**src/hw/rtl/mczs_pkg.sv**
```systemverilog
`default_nettype none

package mczs_pkg;

    // Fixed field widths.
    localparam int unsigned KIND_W = 3;
    localparam int unsigned ZONE_W = 6;
    localparam int unsigned SEC_W  = 16;
    localparam int unsigned EV_W   = 2;
    localparam int unsigned ERR_W  = 2;
    localparam int unsigned MASK_W = 8;
    localparam int unsigned TDATA_W = 40;

    // Input item kinds.
    localparam logic [KIND_W-1:0] KIND_ON    = 3'd0;
    localparam logic [KIND_W-1:0] KIND_OFF   = 3'd1;
    localparam logic [KIND_W-1:0] KIND_TICK  = 3'd2;
    localparam logic [KIND_W-1:0] KIND_STOP  = 3'd3;
    localparam logic [KIND_W-1:0] KIND_QUERY = 3'd4;

    // Result event codes.
    localparam logic [EV_W-1:0] EV_REPLY     = 2'd0;
    localparam logic [EV_W-1:0] EV_EXPIRED   = 2'd1;
    localparam logic [EV_W-1:0] EV_TICK_DONE = 2'd2;

    // Error codes.
    localparam logic [ERR_W-1:0] ERR_OK       = 2'd0;
    localparam logic [ERR_W-1:0] ERR_ZONE     = 2'd1;
    localparam logic [ERR_W-1:0] ERR_DURATION = 2'd2;

    // Configuration register indexes.
    localparam logic CFG_MIN_DURATION = 1'b0;
    localparam logic CFG_MAX_DURATION = 1'b1;

    // Register reset values.
    localparam logic [SEC_W-1:0] MIN_DURATION_RST = 16'd1;
    localparam logic [SEC_W-1:0] MAX_DURATION_RST = 16'd3600;

    // Sequencer states.
    typedef enum logic [2:0] {
        ST_IDLE,
        ST_CMD,
        ST_REPLY,
        ST_TICK,
        ST_EMIT,
        ST_DONE
    } t_state;

    // One result item, apart from the relay mask.
    typedef struct packed {
        logic [EV_W-1:0]   ev;
        logic [ZONE_W-1:0] zone;
        logic              act;
        logic [SEC_W-1:0]  rem;
        logic [ERR_W-1:0]  err;
        logic              last;
    } t_res;

endpackage

`default_nettype wire

```
**src/hw/rtl/mczs_mem.sv**
```systemverilog
`default_nettype none

module mczs_mem
    import mczs_pkg::*;
#(
    parameter int unsigned DEPTH = 8,
    parameter int unsigned AW    = 3
) (
    input  wire logic             i_clk,
    input  wire logic             i_rst_n,
    input  wire logic [AW-1:0]    i_raddr,
    output      logic [SEC_W-1:0] o_rdata,
    input  wire logic             i_we,
    input  wire logic [AW-1:0]    i_waddr,
    input  wire logic [SEC_W-1:0] i_wdata,
    input  wire logic             i_clr_all
);

    logic [SEC_W-1:0] r_mem [DEPTH];
    logic [DEPTH-1:0] r_vld;
    logic [SEC_W-1:0] r_rdata;
    logic             r_rvld;

    // Seconds store: one write port, one registered read port.
    always_ff @(posedge i_clk) begin
        if (i_we) begin
            r_mem[i_waddr] <= i_wdata;
        end
        r_rdata <= r_mem[i_raddr];
    end

    // Per-entry valid bits; an entry never written since reset or stop reads as zero.
    always_ff @(posedge i_clk) begin
        if (!i_rst_n) begin
            r_vld  <= '0;
            r_rvld <= 1'b0;
        end else begin
            r_rvld <= r_vld[i_raddr];
            if (i_clr_all) begin
                r_vld <= '0;
            end else if (i_we) begin
                r_vld[i_waddr] <= 1'b1;
            end
        end
    end

    assign o_rdata = r_rvld ? r_rdata : '0;

endmodule

`default_nettype wire

```
**src/hw/rtl/mczs_engine.sv**
```systemverilog
`default_nettype none

module mczs_engine
    import mczs_pkg::*;
#(
    parameter int unsigned ZONES = 8,
    parameter int unsigned AW    = 3
) (
    input  wire logic              i_clk,
    input  wire logic              i_rst_n,
    // Input items.
    input  wire logic              i_in_valid,
    output      logic              o_in_ready,
    input  wire logic [KIND_W-1:0] i_kind,
    input  wire logic [ZONE_W-1:0] i_zone,
    input  wire logic [SEC_W-1:0]  i_dur,
    input  wire logic [SEC_W-1:0]  i_el,
    // Duration limits.
    input  wire logic [SEC_W-1:0]  i_min_dur,
    input  wire logic [SEC_W-1:0]  i_max_dur,
    // Result items.
    output      logic              o_out_valid,
    input  wire logic              i_out_ready,
    output      t_res              o_res,
    output      logic [MASK_W-1:0] o_mask,
    // Seconds store.
    output      logic [AW-1:0]     o_raddr,
    input  wire logic [SEC_W-1:0]  i_rdata,
    output      logic              o_we,
    output      logic [AW-1:0]     o_waddr,
    output      logic [SEC_W-1:0]  o_wdata,
    output      logic              o_clr_all
);

    localparam logic [AW-1:0]     LAST_IDX  = AW'(ZONES - 1);
    localparam logic [ZONE_W-1:0] ZONE_MAX  = ZONE_W'(ZONES);

    t_state            r_state, n_state;
    logic [KIND_W-1:0] r_kind;
    logic [ZONE_W-1:0] r_zone;
    logic [SEC_W-1:0]  r_dur, r_el;
    logic [AW-1:0]     r_idx, n_idx;
    logic [ZONES-1:0]  r_on, n_on;
    logic [ZONES-1:0]  r_exp, n_exp;
    t_res              r_cmd, n_cmd;
    logic              r_ov, n_ov;
    t_res              r_ores, n_ores;
    logic [MASK_W-1:0] r_omask, n_omask;

    logic                  accept;
    logic                  out_free;
    logic                  zone_ok;
    logic [AW-1:0]         zidx;
    logic [ZONE_W-1:0]     zone_m1;
    logic [ZONES+MASK_W-1:0] on_pad;
    logic [MASK_W-1:0]     mask_now;

    assign accept   = i_in_valid && o_in_ready;
    assign out_free = !r_ov || i_out_ready;
    assign zone_m1  = r_zone - ZONE_W'(1);
    assign zidx     = zone_m1[AW-1:0];
    assign zone_ok  = (r_zone != '0) && (r_zone <= ZONE_MAX);
    assign on_pad   = {{MASK_W{1'b0}}, r_on};
    assign mask_now = on_pad[MASK_W-1:0];

    // Next state.
    always_comb begin
        n_state = r_state;
        unique case (r_state)
            ST_IDLE: begin
                if (i_in_valid) begin
                    n_state = (i_kind == KIND_TICK) ? ST_TICK : ST_CMD;
                end
            end
            ST_CMD: n_state = ST_REPLY;
            ST_REPLY: begin
                if (out_free) begin
                    n_state = ST_IDLE;
                end
            end
            ST_TICK: begin
                if (r_idx == LAST_IDX) begin
                    n_state = ST_EMIT;
                end
            end
            ST_EMIT: begin
                if (r_idx == LAST_IDX && (!r_exp[r_idx] || out_free)) begin
                    n_state = ST_DONE;
                end
            end
            ST_DONE: begin
                if (out_free) begin
                    n_state = ST_IDLE;
                end
            end
            default: n_state = ST_IDLE;
        endcase
    end

    // Datapath and memory control for each state.
    always_comb begin
        logic [ZONE_W-1:0] zone_p1;
        zone_p1   = ZONE_W'(r_idx) + ZONE_W'(1);
        n_idx     = r_idx;
        n_on      = r_on;
        n_exp     = r_exp;
        n_cmd     = r_cmd;
        n_ov      = r_ov && !i_out_ready;
        n_ores    = r_ores;
        n_omask   = r_omask;
        o_raddr   = r_idx + AW'(1);
        o_we      = 1'b0;
        o_waddr   = r_idx;
        o_wdata   = '0;
        o_clr_all = 1'b0;
        unique case (r_state)
            ST_IDLE: begin
                // Start the read of the addressed zone, or of zone 1 for a tick.
                if (i_kind == KIND_TICK) begin
                    o_raddr = '0;
                end else begin
                    o_raddr = AW'(i_zone - ZONE_W'(1));
                end
                if (accept) begin
                    n_idx = '0;
                    n_exp = '0;
                end
            end
            ST_CMD: begin
                // Apply a command to the zone whose seconds are now on the read port.
                n_cmd = '{ev: EV_REPLY, zone: '0, act: 1'b0, rem: '0, err: ERR_OK,
                          last: 1'b1};
                o_waddr = zidx;
                priority if (r_kind == KIND_STOP) begin
                    o_clr_all = 1'b1;
                    n_on      = '0;
                end else if (r_kind != KIND_ON && r_kind != KIND_OFF
                             && r_kind != KIND_QUERY) begin
                    n_cmd.err = ERR_OK;
                end else if (!zone_ok) begin
                    n_cmd.err = ERR_ZONE;
                end else begin
                    n_cmd.zone = r_zone;
                    n_cmd.act  = r_on[zidx];
                    n_cmd.rem  = i_rdata;
                    if (r_kind == KIND_ON) begin
                        if (r_dur < i_min_dur || r_dur > i_max_dur) begin
                            n_cmd.err = ERR_DURATION;
                        end else begin
                            o_we        = 1'b1;
                            o_wdata     = r_dur;
                            n_on[zidx]  = 1'b1;
                            n_cmd.act   = 1'b1;
                            n_cmd.rem   = r_dur;
                        end
                    end else if (r_kind == KIND_OFF) begin
                        o_we       = 1'b1;
                        o_wdata    = '0;
                        n_on[zidx] = 1'b0;
                        n_cmd.act  = 1'b0;
                        n_cmd.rem  = '0;
                    end
                end
            end
            ST_REPLY: begin
                if (out_free) begin
                    n_ov    = 1'b1;
                    n_ores  = r_cmd;
                    n_omask = mask_now;
                end
            end
            ST_TICK: begin
                // Count down one running timer per cycle and mark expiries.
                if (i_rdata != '0) begin
                    o_we = 1'b1;
                    if (i_rdata <= r_el) begin
                        o_wdata       = '0;
                        n_on[r_idx]   = 1'b0;
                        n_exp[r_idx]  = 1'b1;
                    end else begin
                        o_wdata = i_rdata - r_el;
                    end
                end
                n_idx = (r_idx == LAST_IDX) ? '0 : r_idx + AW'(1);
            end
            ST_EMIT: begin
                // Report expired zones in ascending order once the mask is final.
                if (!r_exp[r_idx]) begin
                    n_idx = r_idx + AW'(1);
                end else if (out_free) begin
                    n_ov    = 1'b1;
                    n_ores  = '{ev: EV_EXPIRED, zone: zone_p1, act: 1'b0, rem: '0,
                                err: ERR_OK, last: 1'b0};
                    n_omask = mask_now;
                    n_idx   = r_idx + AW'(1);
                end
            end
            ST_DONE: begin
                if (out_free) begin
                    n_ov    = 1'b1;
                    n_ores  = '{ev: EV_TICK_DONE, zone: '0, act: 1'b0, rem: '0,
                                err: ERR_OK, last: 1'b1};
                    n_omask = mask_now;
                end
            end
            default: ;
        endcase
    end

    // Control registers.
    always_ff @(posedge i_clk) begin
        if (!i_rst_n) begin
            r_state <= ST_IDLE;
            r_idx   <= '0;
            r_on    <= '0;
            r_exp   <= '0;
            r_ov    <= 1'b0;
        end else begin
            r_state <= n_state;
            r_idx   <= n_idx;
            r_on    <= n_on;
            r_exp   <= n_exp;
            r_ov    <= n_ov;
        end
    end

    // Payload registers.
    always_ff @(posedge i_clk) begin
        if (accept) begin
            r_kind <= i_kind;
            r_zone <= i_zone;
            r_dur  <= i_dur;
            r_el   <= i_el;
        end
        r_cmd   <= n_cmd;
        r_ores  <= n_ores;
        r_omask <= n_omask;
    end

    assign o_in_ready  = (r_state == ST_IDLE);
    assign o_out_valid = r_ov;
    assign o_res       = r_ores;
    assign o_mask      = r_omask;

`ifndef SYNTHESIS
    a_err_only_in_reply: assert property (@(posedge i_clk) disable iff (!i_rst_n)
        (r_ov && r_ores.err != ERR_OK) |-> (r_ores.ev == EV_REPLY))
        else $error("error code on a result that is not a command reply");

    a_expiry_not_last: assert property (@(posedge i_clk) disable iff (!i_rst_n)
        (r_ov && r_ores.ev == EV_EXPIRED) |-> (!r_ores.last && r_ores.zone != '0))
        else $error("expiry result marked last or without a zone");

    a_tick_done_last: assert property (@(posedge i_clk) disable iff (!i_rst_n)
        (r_ov && r_ores.ev == EV_TICK_DONE) |-> r_ores.last)
        else $error("tick finished result not marked last");

    a_stop_clears: assert property (@(posedge i_clk) disable iff (!i_rst_n)
        (r_state == ST_CMD && r_kind == KIND_STOP) |=> (r_on == '0))
        else $error("zones still on after stop all");

    a_no_write_idle: assert property (@(posedge i_clk) disable iff (!i_rst_n)
        (r_state == ST_IDLE) |-> (!o_we && !o_clr_all))
        else $error("seconds store written while idle");
`endif

endmodule

`default_nettype wire

```
**src/hw/rtl/multi_zone_countdown_switch.sv**
```systemverilog
// Multi-zone countdown switch: an on flag and a seconds countdown per zone.
// Input channel (s_axis): one item per command or tick. The kind travels in
// tuser; zone, duration and elapsed seconds travel in tdata.
// Output channel (m_axis): result items; the event code travels in tuser and
// tlast marks the final result of an input item. Every result carries the
// relay mask as it stands after the whole input item.
// Configuration channel (i_cfg_*): index 0 writes min_duration, index 1 writes
// max_duration; always ready. Write only while no item is in flight.
// A command passes these steps from acceptance to its result on m_axis:
// accept and read, modify and write back, load output register.
// A tick walks the seconds memory once to count down, then walks the
// expiry flags to report, then gives the tick finished result.
// One item is worked on at a time; the next is accepted once the last result
// of the current one is loaded into the output register.
// When the receiver stalls, the output register holds its result and the
// walk waits on each result it has to emit.
// Reset clears all zones to off with zero seconds and loads the duration
// limits with 1 and 3600 seconds.
`default_nettype none

module multi_zone_countdown_switch
    import mczs_pkg::*;
#(
    parameter int unsigned ZONES = 8
) (
    input  wire logic               i_clk,
    input  wire logic               i_rst_n,
    // Input items.
    input  wire logic               s_axis_tvalid,
    output      logic               s_axis_tready,
    // tdata: zone[5:0], duration_sec[21:6], elapsed_sec[37:22], zero pad.
    input  wire logic [TDATA_W-1:0] s_axis_tdata,
    // tuser: kind[2:0].
    input  wire logic [KIND_W-1:0]  s_axis_tuser,
    // Result items.
    output      logic               m_axis_tvalid,
    input  wire logic               m_axis_tready,
    // tdata: zone_out[5:0], active[6], remaining_sec[22:7], error[24:23],
    // relay_mask[32:25], zero pad.
    output      logic [TDATA_W-1:0] m_axis_tdata,
    // tuser: event_res[1:0].
    output      logic [EV_W-1:0]    m_axis_tuser,
    output      logic               m_axis_tlast,
    // Configuration writes.
    input  wire logic               i_cfg_valid,
    output      logic               o_cfg_ready,
    input  wire logic               i_cfg_index,
    input  wire logic [SEC_W-1:0]   i_cfg_data
);

    localparam int unsigned AW = (ZONES > 1) ? $clog2(ZONES) : 1;

    logic [SEC_W-1:0]  r_min_dur, r_max_dur;
    logic [AW-1:0]     raddr, waddr;
    logic [SEC_W-1:0]  rdata, wdata;
    logic              we, clr_all;
    t_res              res;
    logic [MASK_W-1:0] mask;

    // Duration limit registers.
    always_ff @(posedge i_clk) begin
        if (!i_rst_n) begin
            r_min_dur <= MIN_DURATION_RST;
            r_max_dur <= MAX_DURATION_RST;
        end else if (i_cfg_valid && o_cfg_ready) begin
            unique case (i_cfg_index)
                CFG_MIN_DURATION: r_min_dur <= i_cfg_data;
                CFG_MAX_DURATION: r_max_dur <= i_cfg_data;
                default: ;
            endcase
        end
    end

    assign o_cfg_ready = 1'b1;

    mczs_mem #(
        .DEPTH (ZONES),
        .AW    (AW)
    ) u_mem (
        .i_clk     (i_clk),
        .i_rst_n   (i_rst_n),
        .i_raddr   (raddr),
        .o_rdata   (rdata),
        .i_we      (we),
        .i_waddr   (waddr),
        .i_wdata   (wdata),
        .i_clr_all (clr_all)
    );

    mczs_engine #(
        .ZONES (ZONES),
        .AW    (AW)
    ) u_engine (
        .i_clk       (i_clk),
        .i_rst_n     (i_rst_n),
        .i_in_valid  (s_axis_tvalid),
        .o_in_ready  (s_axis_tready),
        .i_kind      (s_axis_tuser),
        .i_zone      (s_axis_tdata[5:0]),
        .i_dur       (s_axis_tdata[21:6]),
        .i_el        (s_axis_tdata[37:22]),
        .i_min_dur   (r_min_dur),
        .i_max_dur   (r_max_dur),
        .o_out_valid (m_axis_tvalid),
        .i_out_ready (m_axis_tready),
        .o_res       (res),
        .o_mask      (mask),
        .o_raddr     (raddr),
        .i_rdata     (rdata),
        .o_we        (we),
        .o_waddr     (waddr),
        .o_wdata     (wdata),
        .o_clr_all   (clr_all)
    );

    // Result packing.
    assign m_axis_tdata = {7'd0, mask, res.err, res.rem, res.act, res.zone};
    assign m_axis_tuser = res.ev;
    assign m_axis_tlast = res.last;

endmodule

`default_nettype wire
```
**config.mk**
```make
export PLATFORM = sky130hd
export DESIGN_NAME = multi_zone_countdown_switch
export DESIGN_NICKNAME = d
export VERILOG_FILES = /design/src/hw/rtl/mczs_pkg.sv /design/src/hw/rtl/mczs_mem.sv /design/src/hw/rtl/mczs_engine.sv /design/src/hw/rtl/multi_zone_countdown_switch.sv
export SDC_FILE = /design/constraint.sdc
export NUM_CORES = 1
export LEC_CHECK = 0
export ABC_AREA = 0
export BUFFER_PORTS_ARGS = -buffer_cell sky130_fd_sc_hd__buf_2
export CAP_MARGIN = 10
export CORE_ASPECT_RATIO = 0.9
export CORE_MARGIN = 10
export CORE_UTILIZATION = 43
export DETAILED_ROUTE_END_ITERATION = 10
export GPL_TIMING_DRIVEN = 0
export MAX_ROUTING_LAYER = met4
export PLACE_DENSITY = 0.59
export SYNTH_ARGS = -nofsm -noshare
export SYNTH_HDL_FRONTEND = slang
export SYNTH_SLANG_ARGS = --single-unit
```
**constraint.sdc**
```tcl
create_clock -name i_clk -period 9.75 [get_ports i_clk]
set_input_delay 1.95 -clock i_clk [delete_from_list [all_inputs] [get_ports i_clk]]
set_output_delay 1.95 -clock i_clk [all_outputs]
set_load 0.02 [all_outputs]
```
==> results of run 1 <==
[where the power goes]
group,switching [W],internal [W]
registers,0.0000847,0.00154
logic,0.000518,0.000274
clock network,0.000536,0.000784
[cell type report]
| class | instances | share of cell area [%] |
|---|---|---|
| plain buffers | 74 | 2.09 |
| clock buffers | 46 | 5.59 |
| clock inverters | 16 | 1.33 |
| inverters | 65 | 1.47 |
| multi-input cells | 829 | 31.3 |
| flip-flops and latches | 310 | 51.3 |
| well taps | 422 | 3.19 |
| repair buffers | 108 | 3.65 |
[worst reg2reg max path, stage by stage, from the launching register on]
cell and delay, ns:
edfxtp_1 0.53, ha_1 0.38, nand4_1 0.22, nor4_1 0.75, nor2_1 0.11, o31a_1 0.15
a21oi_1 0.36, a21oi_1 0.38, nor3_2 0.86, buf_6 0.27
[cells by family (layout without fill, tap and decap cells)]
| family | count (synthesis) | count (layout) | share of synthesized area (%) |
|---|---|---|---|
| AND/OR/NAND/NOR | 493 | 493 | 16.3 |
| flip-flops | 310 | 310 | 59.9 |
| AO/OA/AOI/OAI | 248 | 248 | 13.2 |
| buffers and inverters | 139 | 309 | 4.15 |
| adder cells (fa/ha/maj) | 53 | 53 | 4.72 |
| XOR/XNOR | 16 | 16 | 0.986 |
| multiplexers | 9 | 9 | 0.810 |
| other | 2 | 10 | 0.0528 |
[state kept, by name, summed over array words and instances, names as in the netlist]
signal and count:
u_engine.r_dur 16, u_mem.r_rdata 16, u_engine.o_mask 8, u_engine.o_out_valid 1
u_engine.r_el 16, u_engine.r_exp 8, u_engine.r_kind 3, u_engine.mask_now 8
u_engine.o_res 28, r_max_dur 16, u_mem.r_vld 8, u_engine.r_idx 3
u_mem.r_rvld 1, u_engine.r_state 3, r_min_dur 16, u_mem.r_mem 128
u_engine.r_cmd 25, u_engine.r_zone 6
[cell usage after synthesis, types with 3 or more instances]
library cell  count  share of area, %
or3_1             3              0.13
o32ai_1           3              0.18
dfxtp_1          80                11
nor4_1           13              0.57
nand2_1         247               6.5
buf_4            11              0.58
a21o_1           11              0.58
nand2b_1          5              0.22
a21boi_0         31               1.6
ha_1             52               4.6
a311oi_1         17               1.0
edfxtp_1        230                49
nor2_1           39               1.0
a221oi_1          3              0.18
clkbuf_1         44               1.2
nor3b_1           5              0.26
inv_1            64               1.7
o21ai_0          32               1.1
o2111ai_1         4              0.25
a22o_1           31               1.9
o21a_1            7              0.37
o31ai_1           4              0.21
o211ai_1          7              0.37
o22ai_1           3              0.13
a21oi_1          35               1.2
o31a_1           11              0.68
nor2b_1          13              0.57
a31oi_1           5              0.22
xor2_1            6              0.37
nor3_1           28              0.99
nand3_1          48               1.7
a31o_2           17               1.0
xnor2_1          10              0.62
and2_1           45               2.0
mux2i_1           7              0.49
buf_2            16              0.56
nand4_1          14              0.62
and3_1           23               1.0
[layer usage]
| metal | track usage [%] | part of all wire, % | wire (µm) |
|---|---|---|---|
| met1 | 26.9 | 47 | 18200 |
| met2 | 29.2 | 44 | 17000 |
| met3 | 3.51 | 6.3 | 2450 |
| met4 | 6.13 | 2.7 | 1030 |
| met5 | - | 0 | 0 |
[cells in the final DEF (no fill, tap or decap), types with 5 or more instances in the layout]
cell type and count:
a31oi_1 5, nand4_1 14, nor2_1 38, dfxtp_1 80
buf_4 12, nand2b_1 5, xnor2_1 10, buf_2 115
a21oi_1 35, a22o_1 31, xor2_1 6, a31o_2 17
conb_1 10, inv_1 64, clkbuf_1 53, o211ai_1 7
mux2i_1 7, o21ai_0 32, o21a_1 7, clkbuf_16 34
nand2_1 247, nor3b_1 5, and2_1 44, nand3_1 48
a311oi_1 17, nor3_1 20, nor4_1 13, ha_1 52
o31a_1 11, edfxtp_1 230, a21boi_0 31, a21o_1 11
and3_1 23, nor2b_1 13, nor3_2 8, buf_6 7
[per-stage QoR]
step / setup slack, ns / cell area, µm² / hold slack, ns
after global routing: 5.18 / 16600 / 0.480
after CTS: 5.48 / 16600 / 0.464
after detailed placement: 5.17 / 15400 / 0.449
after floorplan: 6.12 / 14200 / 0.425
final: 5.45 / 16600 / 0.462
after global placement: 4.55 / 15300 / 0.447
[how the worst max path moves through the flow]
stage	slack, ns	endpoint	startpoint	depth (start not counted)
detailed placement	5.17	u_mem.r_rdata[14]	s_axis_tuser[0]	8
floorplan	6.12	u_engine.o_res[0]	m_axis_tready	2
CTS	5.48	u_mem.r_mem[3][0]	u_mem.r_rvld	12
global route	5.18	u_mem.r_mem[0][0]	u_mem.r_rvld	12
global placement	4.55	u_mem.r_mem[7][9]	u_engine.r_dur[13]	8
finish	5.45	u_mem.r_mem[4][9]	u_engine.r_dur[13]	9
==> flow_metrics.tcl, run 1 <==
set metrics [dict create \
    outcome "finished clean" \
    placed_cells 1808 \
    maxSlewViolCount 0 \
    yosysWarnings 0 \
    max-cap-violations 0 \
    clock_tree.buffer_depth 3 \
    diodes 0 \
    ys_seq_area_share_pct 59.9 \
    root_buffer "clkbuf_16" \
    ir_drop_mv 0.205 \
    grt_first_pass_wirelength_um 59900 \
    drive_above_1_share_pct 16.0 \
    ys.flop_type "edfxtp_1" \
    period_share_pct 44.1 \
    cts.sinks 310 \
    path_buf_inv 1 \
    syn_avg_cell_area_um2 11.2 \
    setup_viol_count_final 0 \
    reg2reg_from "u_engine.r_dur[13]" \
    die_x_um 212 \
    cts.clk_slew.worst_paths_ns 0.06 \
    path_class "flip-flop to flip-flop" \
    hold_start "r_max_dur[6]" \
    synthArstFlopShare_pct 0 \
    crit_family "simple AND/OR/NAND/NOR gates" \
    yosysUniqueCellTypes 72 \
    max_stage_delay_ns 0.86 \
    cts_htree_levels 2 \
    slew_headroom_pct 24.3 \
    nets 1540 \
    p_leak_nw 6.16 \
    grt_overflow_total 0 \
    wl_per_cell_um 20.7 \
    antenna_found_initial 0 \
    cts_tree "yes" \
    utilization_pct 50.5 \
    core_area_um2 32800 \
    rsz0062_at_grt "false" \
    finalHoldViolCount 0 \
    synth_edf_count 230 \
    fillers 2952 \
    cp_max_fo 9 \
    regToRegSetupSlack_ns 5.45 \
    seq_area_um2 8510 \
    place_congestion 0.934 \
    cts_made_buffers 34 \
    crit_path_top_delay_cell "nor3_2" \
    wl_um 38600 \
    post-cts-setup-buffer-count 0 \
    syn_area_um2 14200 \
    first_global_vias 10100 \
    end_kind "flip-flop" \
    ys_ff_latch 310 \
    worst_pin_slew_ns 1.13 \
    area_growth_pct 16.6 \
    dieArea_um2 40700 \
    first_iter_violations 955 \
    ant_nets 0 \
    skew_ns 0.0258 \
    finalCriticalPeriod_ns 4.30 \
    multi_input_area_um2 5190 \
    rows 63 \
    crit_path_cell_trace "ha_1, nand4_1, nor4_1, nor2_1, o31a_1, a21oi_1, a21oi_1, nor3_2, buf_6" \
    total_power_w 0.00374 \
    grt_max_degree 35 \
    max_freq_mhz 232 \
    holdBufCountCts 0 \
    regToRegEndpoint "u_mem.r_mem[4][9]" \
    final_cells 1870 \
    num_vias 10200 \
    cts_resized 0 \
    drc 0 \
    place_hpwl_um 29100 \
    reg2reg_depth 9 \
    first_pass_iters 5 \
    pin_count 111 \
    start_kind "flip-flop" \
    start_util_pct 43.3 \
    cp_common_cell "a21oi_1" \
    min_to "r_max_dur[6]" \
    viasPerCell 5.47 \
    required_ns 10.00 \
    holdCritPathClass "flip-flop to flip-flop" \
    port_buffers 99 \
    cp.arrival_ns 4.55 \
    hold_depth 2 \
    die_h_um 192 \
    power_density_nw_per_um2 225 \
    synthCells 1270 \
    tns_ns 0 \
    track_usage_pct 19.7 \
    clk_latency_ns 0.55 \
]
Note: power is estimated with default switching activity, not from simulation.
==> run 2, diff against run 1 <==
--- a/config.mk
+++ b/config.mk
@@ -14,7 +14,7 @@
 export DETAILED_ROUTE_END_ITERATION = 10
 export GPL_TIMING_DRIVEN = 0
 export MAX_ROUTING_LAYER = met4
-export PLACE_DENSITY = 0.59
+export PLACE_DENSITY = 0.62
 export SYNTH_ARGS = -nofsm -noshare
 export SYNTH_HDL_FRONTEND = slang
 export SYNTH_SLANG_ARGS = --single-unit
==> constraint.sdc (replaced) <==
create_clock -name i_clk -period 3.8 [get_ports i_clk]
set_input_delay 0.76 -clock i_clk [delete_from_list [all_inputs] [get_ports i_clk]]
set_output_delay 0.76 -clock i_clk [all_outputs]
set_load 0.02 [all_outputs]
==> run 2 against run 1 <==
Count of clock-buffer cells in the layout is 5 higher. Combinational power grew to 2.6 times the previous value. Critical path type unchanged. Global-route usage hardly changed. Sequential share of layout area is 0.054 points higher. Largest cell class unchanged. Worst setup slack worse by 5.4 ns. Sequential cell count stayed put. Sequential power grew to 2.6 times the previous value.
==> flow_metrics.tcl, run 2 (synthesis results as in run 1) <==
set metrics [dict create \
    outcome "finished clean" \
    nets 1540 \
    wl_per_cell_um 21.0 \
    wl_um 39200 \
    clk_latency_ns 0.58 \
    first_pass_iters 5 \
    largest_reg_flops 128 \
    worst_pin_slew_ns 1.04 \
    antenna_found_initial 0 \
    grt_overflow_total 0 \
    period_share_pct 97.7 \
    cts_htree_levels 1 \
    core_area_um2 32800 \
    crit_family "compound AO/OA/AOI/OAI gates" \
    num_vias 10400 \
    place_congestion 0.908 \
    regToRegSetupSlack_ns 0.09 \
    reg2reg_from "u_engine.r_dur[9]" \
    ant_nets 0 \
    p_leak_nw 6.17 \
    area_growth_pct 16.5 \
    path_buf_inv 1 \
    total_power_w 0.00927 \
    cts_made_buffers 31 \
    track_usage_pct 19.7 \
    final.setup.worst_slack_ns 0.0890 \
    regToRegEndpoint "u_mem.r_mem[3][10]" \
    root_buffer "clkbuf_16" \
    die_x_um 212 \
    drc 0 \
    final_cell_mix "247 x nand2_1, 230 x edfxtp_1, 116 x buf_2" \
    slew_headroom_pct 30.4 \
    cp.arrival_ns 4.05 \
    reg2reg_depth 9 \
    finalHoldViolCount 0 \
    cts_tree "yes" \
    ir_drop_mv 0.450 \
    rsz0062_at_grt "false" \
    setup_viol_count_final 0 \
    path_class "flip-flop to flip-flop" \
    hold_depth 1 \
    max_freq_mhz 269 \
    placed_area_um2 15400 \
    min_to "u_engine.r_dur[4]" \
    required_ns 4.13 \
    grt_first_pass_wirelength_um 60200 \
    dieArea_um2 40700 \
    pin_count 111 \
    cts.clk_slew.worst_paths_ns 0.06 \
    finalCriticalPeriod_ns 3.71 \
    holdBufCountCts 0 \
    largest_register "u_mem.r_mem" \
    layout_commonest_cell "nand2_1" \
    grt_max_degree 36 \
    crit_path_top_delay_cell "a2111oi_1" \
    crit_path_cell_trace "ha_1, a21oi_1, o21ai_0, a2111oi_1, a211o_1, a21oi_2, a21oi_4, nor3_2, buf_6" \
    first_iter_violations 936 \
    whs_ns 0.348 \
    cts.sinks 310 \
    max-cap-violations 0 \
    start_kind "flip-flop" \
    end_kind "flip-flop" \
    cp_max_fo 12 \
    hold_start "s_axis_tdata[10]" \
    diodes 0 \
    clock_tree.buffer_depth 3 \
    die_h_um 192 \
    start_util_pct 43.3 \
    skew_ns 0.0244 \
    maxSlewViolCount 0 \
    final_area_um2 16600 \
    post-place-ws_ns -0.424 \
    port_buffers 99 \
    place_hpwl_um 29400 \
    holdCritPathClass "input port to flip-flop" \
    max_stage_delay_ns 0.71 \
    viasPerCell 5.58 \
    power_density_nw_per_um2 560 \
    rows 63 \
    first_global_vias 10000 \
    drive_above_1_share_pct 16.4 \
]
[run 2: cell count changes in the layout (fill, tap and decap cells not counted), moves of 3 or more]
cell       before  now
buf_4          12   16
nor3_2          8    1
nor3_4          0    7
bufinv_16       4    1
[run 2: area by class of cell]
class / count / area (µm²)
plain buffers: 72 / 340
clock buffers: 51 / 943
clock inverters: 7 / 60.1
fillers: 2976 / 16200
inverters: 65 / 244
multi-input cells: 829 / 5290
flip-flops and latches: 310 / 8510
well taps: 422 / 528
repair buffers: 113 / 643
[run 2: timing repair]
item,in CTS,in global routing
setup buffers,1,4
pin swaps,1,1
setup endpoints to repair,238,207
gates resized for setup,15,4
[run 2: worst reg2reg max path, cell delays in order, from the launching register on]
cell and delay, ns:
edfxtp_1 0.53, ha_1 0.36, a21oi_1 0.14, o21ai_0 0.22, a2111oi_1 0.71, a211o_1 0.39, a21oi_2 0.17, a21oi_4 0.52
nor3_2 0.20, buf_6 0.22
[run 2: worst max-delay path by stage]
| stage | slack [ns] | start | endpoint | depth (start not counted) |
|---|---|---|---|---|
| 2_1_floorplan | 0.20 | u_engine.r_zone[0] | u_mem.r_mem[0][0] | 9 |
| 3_3_place_gp | -1.63 | u_engine.r_zone[0] | u_mem.r_mem[6][11] | 9 |
| 3_5_place_dp | -0.42 | u_engine.r_dur[9] | u_mem.r_mem[6][11] | 9 |
| 4_1_cts | 0.009 | u_mem.r_rvld | u_mem.r_mem[0][8] | 13 |
| 5_1_grt | 0.0001 | u_engine.r_dur[9] | u_mem.r_mem[7][12] | 9 |
| 6_report | 0.09 | u_engine.r_dur[9] | u_mem.r_mem[3][10] | 9 |
[run 2: power by group]
group	switching, W	leakage (nW)	internal [W]
sequential	0.000226	2.53	0.00395
combinational	0.00135	3.16	0.000715
clock	0.00127	0.489	0.00175
total	0.00285	6.17	0.00642
[run 2: per-layer routing]
metal | vias to the layer above | wire (µm) | share of wire (%) | GRT usage [%]
li1 | 4917 | - | - | -
met1 | 5107 | 18300 | 47 | 27.8
met2 | 341 | 17500 | 45 | 29.4
met3 | 58 | 2630 | 6.7 | 3.10
met4 | 0 | 828 | 2.1 | 4.45
met5 | - | 0 | 0 | -
[run 2: through the flow]
step,instances,utilization [%],setup TNS (ns)
finish,1869,50.5,0
floorplan,1278,-,0
CTS,1866,50.4,0
detailed placement,1808,47.0,-63.17
global route,1869,50.5,0
global placement,1799,46.6,-216.81
==> run 3, diff against run 2 <==
--- a/config.mk
+++ b/config.mk
@@ -8,13 +8,13 @@
 export ABC_AREA = 0
 export BUFFER_PORTS_ARGS = -buffer_cell sky130_fd_sc_hd__buf_2
 export CAP_MARGIN = 10
-export CORE_ASPECT_RATIO = 0.9
 export CORE_MARGIN = 10
 export CORE_UTILIZATION = 43
 export DETAILED_ROUTE_END_ITERATION = 10
 export GPL_TIMING_DRIVEN = 0
 export MAX_ROUTING_LAYER = met4
-export PLACE_DENSITY = 0.62
+export PLACE_DENSITY = 0.59
+export REMOVE_ABC_BUFFERS = 1
 export SYNTH_ARGS = -nofsm -noshare
 export SYNTH_HDL_FRONTEND = slang
 export SYNTH_SLANG_ARGS = --single-unit
==> constraint.sdc (replaced) <==
create_clock -name i_clk -period 4.13 [get_ports i_clk]
set_input_delay 0.826 -clock i_clk [delete_from_list [all_inputs] [get_ports i_clk]]
set_output_delay 0.826 -clock i_clk [all_outputs]
set_load 0.02 [all_outputs]
==> run 3 against run 2 <==
Fmax is 5.0% lower. Clock power increased by 5%. Final area increased by 0.14%. First-iteration DRC count fell by 13%. Via count down 3.9%. Highest routed layer unchanged. Critical endpoint is now u_mem.r_mem[0][12]. Non-clock buffer count down 60. Sequential cell count unchanged. Global-route usage is 1.7 points lower. Cell count down 1.8%.
==> flow_metrics.tcl, run 3 (synthesis results as in run 1) <==
set metrics [dict create \
    outcome "finished clean" \
    place_congestion 0.924 \
    place_hpwl_um 26000 \
    power.switching_w 0.00261 \
    ir_drop_mv 0.415 \
    regToRegEndpoint "u_mem.r_mem[0][12]" \
    path_class "flip-flop to flip-flop" \
    grt_use_met1_pct 23.1 \
    p_leak_nw 6.13 \
    start_kind "flip-flop" \
    cts.clk_slew.worst_paths_ns 0.06 \
    seqPwrFrac_pct 43.6 \
    diodes 0 \
    die_x_um 202 \
    max_stage_delay_ns 0.67 \
    pin_count 111 \
    ant_nets 0 \
    crit_path_top_delay_cell "nor3_4" \
    first_iter_violations 812 \
    cts_made_buffers 35 \
    max-cap-violations 0 \
    cp.arrival_ns 4.12 \
    reg2reg_from "u_engine.r_dur[6]" \
    viasPerCell 5.46 \
    rsz0062_at_grt "false" \
    hold_start "r_min_dur[10]" \
    crit_path_cell_trace "ha_1, a41o_1, a21oi_1, o22ai_1, o31a_1, a21oi_1, a21oi_2, nor3_4, buf_6" \
    port_buffers 100 \
    min_to "r_min_dur[10]" \
    largest_reg_flops 128 \
    grt_overflow_total 0 \
    nets 1484 \
    cts.sinks 310 \
    gr-usage-met2_pct 29.0 \
    finalCriticalPeriod_ns 3.91 \
    period_share_pct 94.6 \
    utilization_pct 50.8 \
    wl_per_cell_um 20.1 \
    power_density_nw_per_um2 533 \
    antenna_found_initial 0 \
    drive_above_1_share_pct 16.6 \
    root_buffer "clkbuf_16" \
    skew_ns 0.0224 \
    track_usage_pct 18.0 \
    worst_pin_slew_ns 1.24 \
    required_ns 4.34 \
    hold_depth 2 \
    die_h_um 202 \
    end_kind "flip-flop" \
    busiest_layer "met2" \
    maxSlewViolCount 0 \
    layout_commonest_cell "nand2_1" \
    switching_share_pct 29.5 \
    core_area_um2 32600 \
    final_area_um2 16600 \
    grt_first_pass_wirelength_um 56700 \
    placed_area_um2 15400 \
    clk_latency_ns 0.52 \
    rows 66 \
    reg2reg_depth 9 \
    comb_power_share_pct 20.7 \
    cts_htree_levels 2 \
    internal-power_w 0.00622 \
    finalHoldViolCount 0 \
    num_vias 10000 \
    final_cell_mix "247 x nand2_1, 230 x edfxtp_1, 101 x buf_2" \
    max_freq_mhz 256 \
    clock_tree.buffer_depth 3 \
    slew_headroom_pct 17.7 \
    wl_um 36900 \
    holdCritPathClass "flip-flop to flip-flop" \
    cts_tree "yes" \
    power_frac_clock_pct 35.7 \
    dieArea_um2 40700 \
    gr-usage-met3_pct 3.15 \
    regToRegSetupSlack_ns 0.22 \
    cp_max_fo 9 \
    grt_max_degree 55 \
    cp_common_cell "a21oi_1" \
    first_global_vias 9794 \
    area_growth_pct 16.6 \
    first_pass_iters 6 \
    drc 0 \
    largest_register "u_mem.r_mem" \
    setup_viol_count_final 0 \
    start_util_pct 43.6 \
]
run 3: power groups by stage:
stage          Combinational (W)  Sequential, W  Clock (W)
6_report                 0.00183        0.00385    0.00316
5_1_grt                  0.00203        0.00387    0.00334
4_1_cts                  0.00183        0.00385    0.00322
3_5_place_dp             0.00182        0.00391          0
3_3_place_gp             0.00171        0.00392          0
2_1_floorplan            0.00116        0.00386          0
run 3: per-layer routing:
| metal | part of all wire (%) | routed length [µm] | vias up |
|---|---|---|---|
| met5 | 0 | 0 | - |
| met4 | 2.2 | 828 | 0 |
| met3 | 6.4 | 2370 | 58 |
| met2 | 48 | 17600 | 335 |
| met1 | 44 | 16100 | 4809 |
| li1 | - | - | 4813 |
run 3: critical path: cells and delay by family, from the launching register on:
family	cells	cell delay [ns]
AND/OR/NAND/NOR	1	0.67
adder cells (fa/ha/maj)	1	0.37
flip-flops	1	0.53
buffers and inverters	1	0.26
AO/OA/AOI/OAI	6	1.77
run 3: metrics by stage:
stage | total power, W | cells | hold slack (ns) | TNS [ns] | setup slack (ns)
floorplan | 0.00502 | 1204 | 0.425 | 0 | 0.592
global placement | 0.00564 | 1746 | 0.437 | -244.90 | -1.82
detailed placement | 0.00573 | 1769 | 0.451 | -1.49 | -0.133
CTS | 0.00890 | 1833 | 0.460 | 0 | 0.0709
global route | 0.00924 | 1835 | 0.468 | 0 | 0.0499
finish | 0.00883 | 1835 | 0.465 | 0 | 0.225
run 3: how the worst max path moves through the flow:
| stage | endpoint | from | depth (start not counted) | slack (ns) |
|---|---|---|---|---|
| 3_3_place_gp | u_mem.r_mem[5][5] | u_engine.r_state[0] | 5 | -1.82 |
| 3_5_place_dp | u_mem.r_mem[0][4] | u_engine.r_dur[6] | 9 | -0.13 |
| 6_report | u_mem.r_mem[0][12] | u_engine.r_dur[6] | 9 | 0.22 |
| 2_1_floorplan | u_mem.r_mem[1][0] | u_engine.r_state[0] | 5 | 0.59 |
| 4_1_cts | u_mem.r_mem[6][14] | u_engine.r_dur[14] | 9 | 0.07 |
| 5_1_grt | u_mem.r_mem[0][12] | u_engine.r_dur[6] | 9 | 0.05 |
run 3: area by class of cell:
cell class	instances	area (µm²)
Clock buffer	46	968
Fill cell	2924	16000
Inverter	65	245
Clock inverter	18	213
Tap cell	442	553
Timing Repair Buffer	125	848
Multi-Input combinational cell	829	5240
Sequential cell	310	8510
run 3: what timing repair did:
item | in CTS | in global routing
resized for setup | 2 | 3
pin swaps | 0 | 1
hold endpoints to repair | 0 | 0
setup endpoints to repair | 17 | 174
hold buffers | 0 | 0
setup buffers | 0 | 1
